==> config.mk <==
export PLATFORM = sky130hd
export DESIGN_NAME = biquad_iir_tdf2
export DESIGN_NICKNAME = d
export VERILOG_FILES = /design/src/design/bq_pkg.sv /design/src/design/biquad_iir_tdf2.sv
export SDC_FILE = /design/constraint.sdc
export NUM_CORES = 2
export LEC_CHECK = 0
export BUFFER_PORTS_ARGS = -buffer_cell sky130_fd_sc_hd__buf_2
export CORE_UTILIZATION = 40
export DETAILED_ROUTE_END_ITERATION = 10
export GPL_ROUTABILITY_DRIVEN = 0
export PLACE_DENSITY = 0.63
export SYNTH_ARGS = -nofsm -noshare
export SYNTH_HDL_FRONTEND = slang
export SYNTH_SLANG_ARGS = --single-unit
==> constraint.sdc <==
create_clock -name clk -period 17.3 [get_ports clk]
set_input_delay 4.325 -clock clk [delete_from_list [all_inputs] [get_ports clk]]
set_output_delay 4.325 -clock clk [all_outputs]
set_load 0.005 [all_outputs]
==> src/design/bq_pkg.sv <==
package bq_pkg;

    // Coefficient register file
    localparam int CFG_INDEX_W = 3;
    localparam int NUM_COEFS   = 5;

    localparam logic [CFG_INDEX_W-1:0] COEF_B0 = 3'd0;
    localparam logic [CFG_INDEX_W-1:0] COEF_B1 = 3'd1;
    localparam logic [CFG_INDEX_W-1:0] COEF_B2 = 3'd2;
    localparam logic [CFG_INDEX_W-1:0] COEF_A1 = 3'd3;
    localparam logic [CFG_INDEX_W-1:0] COEF_A2 = 3'd4;

    // Microprogram steps
    localparam int STEP_W = 4;

    localparam logic [STEP_W-1:0] ST_IN     = 4'd0;
    localparam logic [STEP_W-1:0] ST_MUL_B0 = 4'd1;
    localparam logic [STEP_W-1:0] ST_ADD_D0 = 4'd2;
    localparam logic [STEP_W-1:0] ST_RND    = 4'd3;
    localparam logic [STEP_W-1:0] ST_SAT    = 4'd4;
    localparam logic [STEP_W-1:0] ST_OUT    = 4'd5;
    localparam logic [STEP_W-1:0] ST_MUL_B1 = 4'd6;
    localparam logic [STEP_W-1:0] ST_ADD_D1 = 4'd7;
    localparam logic [STEP_W-1:0] ST_MUL_A1 = 4'd8;
    localparam logic [STEP_W-1:0] ST_ACC_A1 = 4'd9;
    localparam logic [STEP_W-1:0] ST_WR_D0  = 4'd10;
    localparam logic [STEP_W-1:0] ST_MUL_B2 = 4'd11;
    localparam logic [STEP_W-1:0] ST_LD_B2  = 4'd12;
    localparam logic [STEP_W-1:0] ST_MUL_A2 = 4'd13;
    localparam logic [STEP_W-1:0] ST_ACC_A2 = 4'd14;
    localparam logic [STEP_W-1:0] ST_WR_D1  = 4'd15;

    typedef enum logic [1:0] {
        J_NEXT,
        J_WAIT_IN,
        J_WAIT_OUT,
        J_START
    } jump_t;

    typedef enum logic {
        MUL_X,
        MUL_Y
    } mul_src_t;

    typedef enum logic {
        ADD_A_PROD,
        ADD_A_ACC
    } add_a_t;

    typedef enum logic [2:0] {
        ADD_B_ZERO,
        ADD_B_D0,
        ADD_B_D1,
        ADD_B_PROD,
        ADD_B_HALF
    } add_b_t;

    typedef struct packed {
        jump_t                   jump;
        logic                    mul_en;
        mul_src_t                mul_src;
        logic [CFG_INDEX_W-1:0]  mul_coef;
        logic                    acc_en;
        add_a_t                  add_a;
        add_b_t                  add_b;
        logic                    y_en;
        logic                    d0_en;
        logic                    d1_en;
    } ucode_t;

    // Control store
    function automatic ucode_t ucode_rom(input logic [STEP_W-1:0] step);
        ucode_t uc;
        uc = '0;
        unique case (step)
            ST_IN:     uc.jump = J_WAIT_IN;
            ST_MUL_B0: begin uc.mul_en = 1'b1; uc.mul_src = MUL_X; uc.mul_coef = COEF_B0; end
            ST_ADD_D0: begin uc.acc_en = 1'b1; uc.add_a = ADD_A_PROD; uc.add_b = ADD_B_D0; end
            ST_RND:    begin uc.acc_en = 1'b1; uc.add_a = ADD_A_ACC; uc.add_b = ADD_B_HALF; end
            ST_SAT:    uc.y_en = 1'b1;
            ST_OUT:    uc.jump = J_WAIT_OUT;
            ST_MUL_B1: begin uc.mul_en = 1'b1; uc.mul_src = MUL_X; uc.mul_coef = COEF_B1; end
            ST_ADD_D1: begin uc.acc_en = 1'b1; uc.add_a = ADD_A_PROD; uc.add_b = ADD_B_D1; end
            ST_MUL_A1: begin uc.mul_en = 1'b1; uc.mul_src = MUL_Y; uc.mul_coef = COEF_A1; end
            ST_ACC_A1: begin uc.acc_en = 1'b1; uc.add_a = ADD_A_ACC; uc.add_b = ADD_B_PROD; end
            ST_WR_D0:  uc.d0_en = 1'b1;
            ST_MUL_B2: begin uc.mul_en = 1'b1; uc.mul_src = MUL_X; uc.mul_coef = COEF_B2; end
            ST_LD_B2:  begin uc.acc_en = 1'b1; uc.add_a = ADD_A_PROD; uc.add_b = ADD_B_ZERO; end
            ST_MUL_A2: begin uc.mul_en = 1'b1; uc.mul_src = MUL_Y; uc.mul_coef = COEF_A2; end
            ST_ACC_A2: begin uc.acc_en = 1'b1; uc.add_a = ADD_A_ACC; uc.add_b = ADD_B_PROD; end
            ST_WR_D1:  begin uc.d1_en = 1'b1; uc.jump = J_START; end
            default:   uc.jump = J_START;
        endcase
        return uc;
    endfunction

endpackage

==> src/design/biquad_iir_tdf2.sv <==
// Channel   Direction  Handshake              Payload
// cfg       in         cfg_we                 cfg_index, cfg_data (coefficient write)
// in        in         in_valid / in_ready    sample_in
// out       out        out_valid / out_ready  sample_out, clipped
//
// The step counter walks a 16-word control store, sharing one multiplier and
// one adder over five products.
// The program holds at the output step while the previous result still waits.
// A new item is taken while the last result sits in the output register.
// rst_n clears coefficients, delays and control; any valid coefficient write
// also clears both delays.
module biquad_iir_tdf2
    import bq_pkg::*;
#(
    parameter int SAMPLE_WIDTH   = 16,
    parameter int COEF_WIDTH     = 24,
    parameter int COEF_FRAC_BITS = 20,
    parameter int ACC_WIDTH      = 44
)
(
    input  logic                           clk,
    input  logic                           rst_n,
    input  logic                           cfg_we,
    input  logic [CFG_INDEX_W-1:0]         cfg_index,
    input  logic [COEF_WIDTH-1:0]          cfg_data,
    input  logic                           in_valid,
    output logic                           in_ready,
    input  logic signed [SAMPLE_WIDTH-1:0] sample_in,
    output logic                           out_valid,
    input  logic                           out_ready,
    output logic signed [SAMPLE_WIDTH-1:0] sample_out,
    output logic                           clipped
);

    // Product width and adder width with two guard bits, so no sum wraps.
    localparam int PROD_W = SAMPLE_WIDTH + COEF_WIDTH;
    localparam int SUM_W  = ((PROD_W > ACC_WIDTH) ? PROD_W : ACC_WIDTH) + 2;

    localparam logic signed [SUM_W-1:0] HALF =
        {{(SUM_W-1){1'b0}}, 1'b1} << (COEF_FRAC_BITS - 1);
    localparam logic signed [SUM_W-1:0] Y_MAX =
        {{(SUM_W-SAMPLE_WIDTH+1){1'b0}}, {(SAMPLE_WIDTH-1){1'b1}}};
    localparam logic signed [SUM_W-1:0] Y_MIN = ~Y_MAX;
    localparam logic signed [SUM_W-1:0] D_MAX =
        {{(SUM_W-ACC_WIDTH+1){1'b0}}, {(ACC_WIDTH-1){1'b1}}};
    localparam logic signed [SUM_W-1:0] D_MIN = ~D_MAX;

    // Sequencer
    logic [STEP_W-1:0] step_reg, step_next;
    ucode_t            uc;

    // Datapath registers
    logic signed [COEF_WIDTH-1:0]   coef_reg [NUM_COEFS];
    logic signed [ACC_WIDTH-1:0]    d0_reg, d1_reg;
    logic signed [SAMPLE_WIDTH-1:0] x_reg;
    logic signed [SAMPLE_WIDTH-1:0] y_reg, y_next;
    logic                           clip_reg, clip_next;
    logic signed [PROD_W-1:0]       prod_reg, prod_next;
    logic signed [SUM_W-1:0]        acc_reg, acc_next;

    // Output register
    logic                           out_valid_reg, out_valid_next;
    logic signed [SAMPLE_WIDTH-1:0] sample_out_reg;
    logic                           clipped_reg;

    logic                           in_take;
    logic                           out_load;
    logic                           cfg_hit;
    logic signed [SAMPLE_WIDTH-1:0] mul_a;
    logic signed [COEF_WIDTH-1:0]   mul_b;
    logic signed [SUM_W-1:0]        add_a_val, add_b_val;
    logic signed [SUM_W-1:0]        shifted;
    logic signed [ACC_WIDTH-1:0]    d_new;

    assign uc = ucode_rom(step_reg);

    // Next step: fall through, hold on a wait, or restart the program.
    always_comb
    begin
        step_next = step_reg + 1'b1;
        unique case (uc.jump)
            J_NEXT:     step_next = step_reg + 1'b1;
            J_WAIT_IN:
            begin
                if (!in_valid)
                    step_next = step_reg;
            end
            J_WAIT_OUT:
            begin
                if (out_valid_reg && !out_ready)
                    step_next = step_reg;
            end
            J_START:    step_next = ST_IN;
        endcase
    end

    // Handshake decode from the current control word
    always_comb
    begin
        in_ready = (uc.jump == J_WAIT_IN);
        in_take  = in_ready && in_valid;
        out_load = (uc.jump == J_WAIT_OUT) && !(out_valid_reg && !out_ready);
        if (out_load)
            out_valid_next = 1'b1;
        else if (out_ready)
            out_valid_next = 1'b0;
        else
            out_valid_next = out_valid_reg;
    end

    assign cfg_hit = cfg_we && (cfg_index < CFG_INDEX_W'(NUM_COEFS));

    // Shared multiplier, registered
    always_comb
    begin
        mul_a     = (uc.mul_src == MUL_Y) ? y_reg : x_reg;
        mul_b     = coef_reg[uc.mul_coef];
        prod_next = mul_a * mul_b;
    end

    // Shared adder
    always_comb
    begin
        if (uc.add_a == ADD_A_ACC)
            add_a_val = acc_reg;
        else
            add_a_val = {{(SUM_W-PROD_W){prod_reg[PROD_W-1]}}, prod_reg};
        case (uc.add_b)
            ADD_B_D0:   add_b_val = {{(SUM_W-ACC_WIDTH){d0_reg[ACC_WIDTH-1]}}, d0_reg};
            ADD_B_D1:   add_b_val = {{(SUM_W-ACC_WIDTH){d1_reg[ACC_WIDTH-1]}}, d1_reg};
            ADD_B_PROD: add_b_val = {{(SUM_W-PROD_W){prod_reg[PROD_W-1]}}, prod_reg};
            ADD_B_HALF: add_b_val = HALF;
            default:    add_b_val = '0;
        endcase
        acc_next = add_a_val + add_b_val;
    end

    // Output: arithmetic shift (rounding offset already added), then saturate.
    always_comb
    begin
        shifted   = acc_reg >>> COEF_FRAC_BITS;
        clip_next = 1'b0;
        y_next    = shifted[SAMPLE_WIDTH-1:0];
        if (shifted > Y_MAX)
        begin
            y_next    = Y_MAX[SAMPLE_WIDTH-1:0];
            clip_next = 1'b1;
        end
        else if (shifted < Y_MIN)
        begin
            y_next    = Y_MIN[SAMPLE_WIDTH-1:0];
            clip_next = 1'b1;
        end
    end

    // Delay update saturates to the accumulator range.
    always_comb
    begin
        if (acc_reg > D_MAX)
            d_new = D_MAX[ACC_WIDTH-1:0];
        else if (acc_reg < D_MIN)
            d_new = D_MIN[ACC_WIDTH-1:0];
        else
            d_new = acc_reg[ACC_WIDTH-1:0];
    end

    // Control state, coefficients and delays
    always_ff @(posedge clk or negedge rst_n)
    begin
        if (!rst_n)
        begin
            step_reg      <= ST_IN;
            out_valid_reg <= 1'b0;
            d0_reg        <= '0;
            d1_reg        <= '0;
            for (int i = 0; i < NUM_COEFS; i++)
                coef_reg[i] <= '0;
        end
        else
        begin
            step_reg      <= step_next;
            out_valid_reg <= out_valid_next;
            if (cfg_hit)
            begin
                coef_reg[cfg_index] <= cfg_data;
                d0_reg              <= '0;
                d1_reg              <= '0;
            end
            else
            begin
                if (uc.d0_en)
                    d0_reg <= d_new;
                if (uc.d1_en)
                    d1_reg <= d_new;
            end
        end
    end

    // Payload registers
    always_ff @(posedge clk)
    begin
        if (in_take)
            x_reg <= sample_in;
        if (uc.mul_en)
            prod_reg <= prod_next;
        if (uc.acc_en)
            acc_reg <= acc_next;
        if (uc.y_en)
        begin
            y_reg    <= y_next;
            clip_reg <= clip_next;
        end
        if (out_load)
        begin
            sample_out_reg <= y_reg;
            clipped_reg    <= clip_reg;
        end
    end

    assign out_valid  = out_valid_reg;
    assign sample_out = sample_out_reg;
    assign clipped    = clipped_reg;

endmodule

==> Word level (Yosys, flattened, before mapping) <==
Index checks and enable logic that the tools add are counted.
{ "op_classes": {"addsub": 2, "eq_ne": 24, "order_cmp": 8, "mux": 28, "reduce_logical": 14, "multipliers": 1, "bitwise": 2} }
{ "ops": {"columns": ["op", "n"], "rows": [
  ["$mux 44", 6],
  ["$pmux 46 s4", 1],
  ["$bwmux 120", 1],
  ["$bmux 24 s3", 1],
  ["$demux 24 s3", 1],
  ["$mux 24", 3],
  ["$pmux 5 s5", 2],
  ["$add 46x46->46", 1],
  ["$gt 46x44->1 const B", 1],
  ["$lt 46x44->1 const B", 1],
  ["$mux 46", 1],
  ["$mul 16x24->40", 1],
  ["$eq 4x4->1 const B", 8],
  ["$mux 16", 2],
  ["$gt 26x16->1 const B", 1],
  ["$lt 26x16->1 const B", 1],
  ["$eq 4x3->1 const B", 4],
  ["$pmux 4 s4", 1],
  ["$eq 4x2->1 const B", 2],
  ["$ge 4x4->1 const B", 2],
  ["$mux 4", 2],
  ["$not 3->4", 2],
  ["$eq 3x2->1 const B", 2],
  ["$mux 1", 6],
  ["17 further kinds", 26]
]} }
{ "totals": {"wordCells": 95, "input_bits": 48, "regBits": 349, "output_inout_bits": 19} }

==> Depth between registers and ports, before layout <==
{ "depth": {"ltp_word": 7, "ltp_mapped": 34} }

==> Least setup slack after synthesis <==
Ideal clock, no wire load.
{ "synth_path": {"path_kind": "reg2reg", "from": "reg step_reg[0]", "to": "reg prod_reg[39] (data pin)", "setup_time_ns": 0.260, "slack_ns": 9.324, "required_ns": 17.040, "path_stages_with_launch": 33, "n_path_buf": 4, "arrival_time_ns": 7.716, "path_cell_list": "dfrtp_1 -> ha_1 -> clkbuf_1 -> o21ai_0 -> clkbuf_1 -> clkbuf_1 -> nand2_1 -> nand3_1 -> nand3_1 -> nand2_1 -> clkbuf_1 -> nand2_1 -> fa_1 -> inv_1 -> fa_1 -> inv_1 -> fa_1 -> inv_1 -> fa_1 -> fa_1 -> inv_1 -> fa_1 -> inv_1 -> ha_1 -> nor4b_2 -> a221oi_4 -> o311a_2 -> nor3_2 -> o41ai_4 -> o211ai_2 -> a21o_1 -> a21oi_2 -> xnor2_1"} }
{ "synth_via": {"elab_chain_len": 7, "elab_cells_between_ends": 12} }
{ "synth_rtl": {"columns": ["element", "line", "text"], "rows": [
  ["start, declared", "biquad_iir_tdf2.sv:49", "logic [STEP_W-1:0] step_reg, step_next;"],
  ["start signal, assigned", "biquad_iir_tdf2.sv:181", "step_reg <= step_next;"],
  ["$eq 4x4->1, or another cell as far along", "bq_pkg.sv:75", "unique case (step)"],
  ["$pmux 5 s5 (*)", "bq_pkg.sv:75", null],
  ["$not 3->4 (implied by the code)", "biquad_iir_tdf2.sv:117", "mul_b = coef_reg[uc.mul_coef];"],
  ["$bmux 24 s3", "biquad_iir_tdf2.sv:117", null],
  ["$mux 24 (implied by the code) (2 in a row)", "biquad_iir_tdf2.sv:117", null],
  ["$mul 16x24->40 (*)", "biquad_iir_tdf2.sv:118", "prod_next = mul_a * mul_b;"],
  ["net prod_next[39]", "biquad_iir_tdf2.sv:58", "logic signed [PROD_W-1:0] prod_reg, prod_next;"],
  ["end signal, assigned", "biquad_iir_tdf2.sv:205", "prod_reg <= prod_next;"],
  ["end, declared", "biquad_iir_tdf2.sv:58", null]
]} }
Mark *: on every way through the listed nets, which the timed path passes. The rest lies on a longest branch. The select of a mux whose other input is x is not followed.
A chain may end at the register's enable or synchronous reset.

==> Final worst setup path <==
{ "layout_path": {"from": "reg step_reg[3]", "to": "reg prod_reg[38] (data pin)"} }
The elaborated chain is that of the path after synthesis.

==> impl_results.rst <==
.. list-table::
   :header-rows: 1

   * - Metric
     - Value
   * - Result of the run
     - finished clean
   * - Worst Max-Slew Pin Slew
     - 1.197 ns
   * - Area fraction in and, or, nand and nor cells after synthesis
     - 0.1399
   * - Number of top-level pins
     - 67
   * - Crit path capture type
     - register
   * - Time the final worst path needs with I/O delays and setup
     - 9.450 ns
   * - Port buffer count
     - 66
   * - Largest family of logic cells by synthesized area
     - adder cells
   * - Final instance area
     - 0.03357 mm²
   * - Global-route congestion overflow total
     - 0
   * - Core region area
     - 0.07582 mm²
   * - Startpoint-to-endpoint class of the critical path
     - register to register
   * - Max stage delay cell, worst path
     - sky130_fd_sc_hd__nor2b_1
   * - Post-route antenna net violation count
     - 0
   * - Initial cell density of the core
     - 0.4042
   * - Count of cells resized by post-cts repair
     - 0
   * - Ys Warns
     - 0
   * - Prevailing post-synth register cell
     - sky130_fd_sc_hd__dfrtp_1
   * - Dpl cell area
     - 0.03215 mm²
   * - H-tree depth
     - 2
   * - Count of final setup violators
     - 0
   * - Largest net degree at the start of global routing
     - 89
   * - Top cell type's share of synthesized area
     - 0.2450
   * - Drt first pass iters
     - 8
   * - Overall global routing resource usage
     - 0.2237
   * - Count of unresolved DRC violations after routing
     - 0
   * - Flip-flop count of the largest register, all copies and words added
     - 120
   * - Clock Latency Late Sink
     - 0.59 ns
   * - Relative slew slack
     - 0.1791
   * - Area fraction in compound gates after synthesis
     - 0.09317
   * - Share of synthesized area spent on multiplexers
     - 0.05447
   * - Number of max-slew violations in the final report
     - 0
   * - Post-synthesis area per instance
     - 9.591 µm²
   * - Largest cells by area after synthesis
     - sky130_fd_sc_hd__fa_1, sky130_fd_sc_hd__dfrtp_1, sky130_fd_sc_hd__edfxtp_1, sky130_fd_sc_hd__nand2_1, sky130_fd_sc_hd__ha_1
   * - Root Buffer
     - sky130_fd_sc_hd__clkbuf_16
   * - Non-Filler Instances
     - 4218
   * - Number of antenna violations at the first check in global routing
     - 1
   * - Xor/xnor cell area share of the yosys netlist
     - 0.02315
   * - CTS tree
     - yes
   * - Total placed cells including tap cells
     - 4143
   * - Number of max-cap violations
     - 0
   * - Biggest area consumer among synthesized cells
     - sky130_fd_sc_hd__fa_1
   * - First-pass GRT wire length
     - 134600 µm
   * - Total via count after detailed routing
     - 22530
   * - CTS sink cnt
     - 349
   * - NumNets Final
     - 3778
   * - Core Rows
     - 101
   * - Hold violation total from the final report
     - 0
   * - Wire length reported by the detailed router
     - 84960 µm
   * - Synthesized netlist cell count
     - 3195
   * - Setup TNS after final layout
     - 0 ns
   * - Maximum frequency from static timing analysis
     - 105.8 MHz
   * - Part of the cycle the worst path needs
     - 0.5463
   * - Horizontal extent of the die
     - 278.8 µm
   * - DRT iter0 DRCs
     - 2025
   * - Hold buffer count at cts
     - 0
   * - Nets in the synthesized netlist
     - 3765
   * - Number of clock buffers inserted by TritonCTS
     - 41
   * - Clock transition time at the flip-flop clock pins of the worst setup and hold paths
     - 0.06 ns
   * - Post-synthesis adder-cell area fraction
     - 0.3050
   * - Synthesized flop and latch total
     - 349
   * - Wirelength per Cell
     - 20.14 µm
   * - Cell with the most instances after synthesis
     - sky130_fd_sc_hd__nand2_1
   * - Worst Path Max Fanout
     - 26
   * - Library cells used by synthesis
     - 66
   * - RSZ-0062 raised after global routing
     - false
   * - Post-synth design cell area
     - 0.03064 mm²
   * - Most instantiated cells after synthesis
     - sky130_fd_sc_hd__nand2_1, sky130_fd_sc_hd__inv_1, sky130_fd_sc_hd__fa_1
   * - Arrival time of the worst setup path
     - 9.79 ns
   * - Share of synthesized registers carrying an async set or reset
     - 0.6103
   * - Hold WC Path Type
     - register to register
   * - Final antenna diode count
     - 0
   * - Total die area
     - 0.07772 mm²
   * - Number of flops mapped to enable cells by yosys
     - 136
   * - Worst-case clock buffer depth
     - 3
   * - Worst clock skew
     - 0.01826 ns
   * - Startpoint kind of the worst setup timing path
     - register
   * - Worst endpoint required time
     - 17.64 ns
   * - Area Growth Syn to Fin
     - 9.546%
   * - Vias in the first global route
     - 23400
   * - Post-DP HPWL
     - 63350 µm
   * - Delay of the slowest critical-path stage
     - 0.86 ns
   * - Sequential fraction of the synthesis area
     - 0.3072
   * - Via-to-Cell Ratio
     - 5.342
   * - Most frequent cell on the critical path
     - sky130_fd_sc_hd__fa_1
   * - Post CTS Setup Buffer Count
     - 0
   * - Die H
     - 278.8 µm
   * - Ratio of cells with drive above 1 in the final layout
     - 0.1062
[worst paths after layout]
kind | endpoint | slack, ns | from | depth (start not counted)
worst max-delay path | prod_reg[38] | 7.85 | step_reg[3] | 28
worst min register to register | clipped | 0.41 | clip_reg | 0
worst min-delay path | clipped | 0.41 | clip_reg | 0
worst max register to register | prod_reg[38] | 7.85 | step_reg[3] | 28
min in group asynchronous | d0_reg[5] | 3.67 | rst_n | 1
max in group asynchronous | d0_reg[42] | 12.09 | rst_n | 2
[final cells by class]
class                           count  area, µm²
Sequential cell                   349       9414
Inverter                          489       1836
Timing Repair Buffer              110      670.6
Fill cell                        7249      42250
Clock buffer                       56       1142
Clock inverter                     19      276.5
Tap cell                          978       1224
Multi-Input combinational cell   2217      19010
[routing by layer]
metal	up-vias	wire, µm	track usage
li1	10330	-	-
met2	782	39410	0.3666
met3	154	6189	0.04251
met1	11270	36600	0.2972
met5	-	0	0
met4	0	2763	0.07481
[worst max-delay path, delay by kind of cell (launching register included)]
family	cells	cell delay, ns
AOI/OAI and AO/OA	6	1.60
xor gates and xnor gates	1	0.12
adders and majority gates	7	3.41
buffers and inverters	4	0.20
DFF	1	0.63
and+or+nand+nor	10	3.20
[layout by cell type, fill, tap and decap left out, types with 9 or more instances in the layout]
cell,count
sky130_fd_sc_hd__and2_1,33
sky130_fd_sc_hd__inv_1,489
sky130_fd_sc_hd__dfrtp_1,213
sky130_fd_sc_hd__o21bai_1,10
sky130_fd_sc_hd__nand4_1,10
sky130_fd_sc_hd__nor3_1,13
sky130_fd_sc_hd__a21oi_1,109
sky130_fd_sc_hd__buf_2,65
sky130_fd_sc_hd__a222oi_1,39
sky130_fd_sc_hd__xor2_1,28
sky130_fd_sc_hd__edfxtp_1,136
sky130_fd_sc_hd__nor2_1,213
sky130_fd_sc_hd__a31oi_1,10
sky130_fd_sc_hd__mux2i_1,13
sky130_fd_sc_hd__nand2b_1,19
sky130_fd_sc_hd__xnor2_1,53
sky130_fd_sc_hd__clkbuf_1,9
sky130_fd_sc_hd__o21ai_0,124
sky130_fd_sc_hd__a21o_1,58
sky130_fd_sc_hd__clkbuf_16,41
sky130_fd_sc_hd__and3_1,9
sky130_fd_sc_hd__fa_1,375
sky130_fd_sc_hd__nand3_1,88
sky130_fd_sc_hd__mux2_2,134
sky130_fd_sc_hd__o21a_1,13
sky130_fd_sc_hd__buf_4,44
sky130_fd_sc_hd__ha_1,147
sky130_fd_sc_hd__nand2_1,605
[cell families after synthesis]
group | Yosys count
simple gates | 1030
buf+inv | 629
fa+ha+maj | 522
compound gates | 434
flops | 349
mux | 150
xor+xnor | 81
[through the flow]
| step | hold slack [ns] | util | worst slack [ns] |
|---|---|---|---|
| floorplan | 0.4003 | - | 9.324 |
| global placement | 0.4045 | 0.4240 | 8.053 |
| detailed placement | 0.4071 | 0.4240 | 7.907 |
| CTS | 0.4155 | 0.4427 | 7.916 |
| global route | 0.4306 | 0.4427 | 7.237 |
| finish | 0.4146 | 0.4427 | 7.850 |
Power is left out: the tool's default activity adds up to more than one toggle a clock period on the data nets, which glitch-free logic cannot reach.
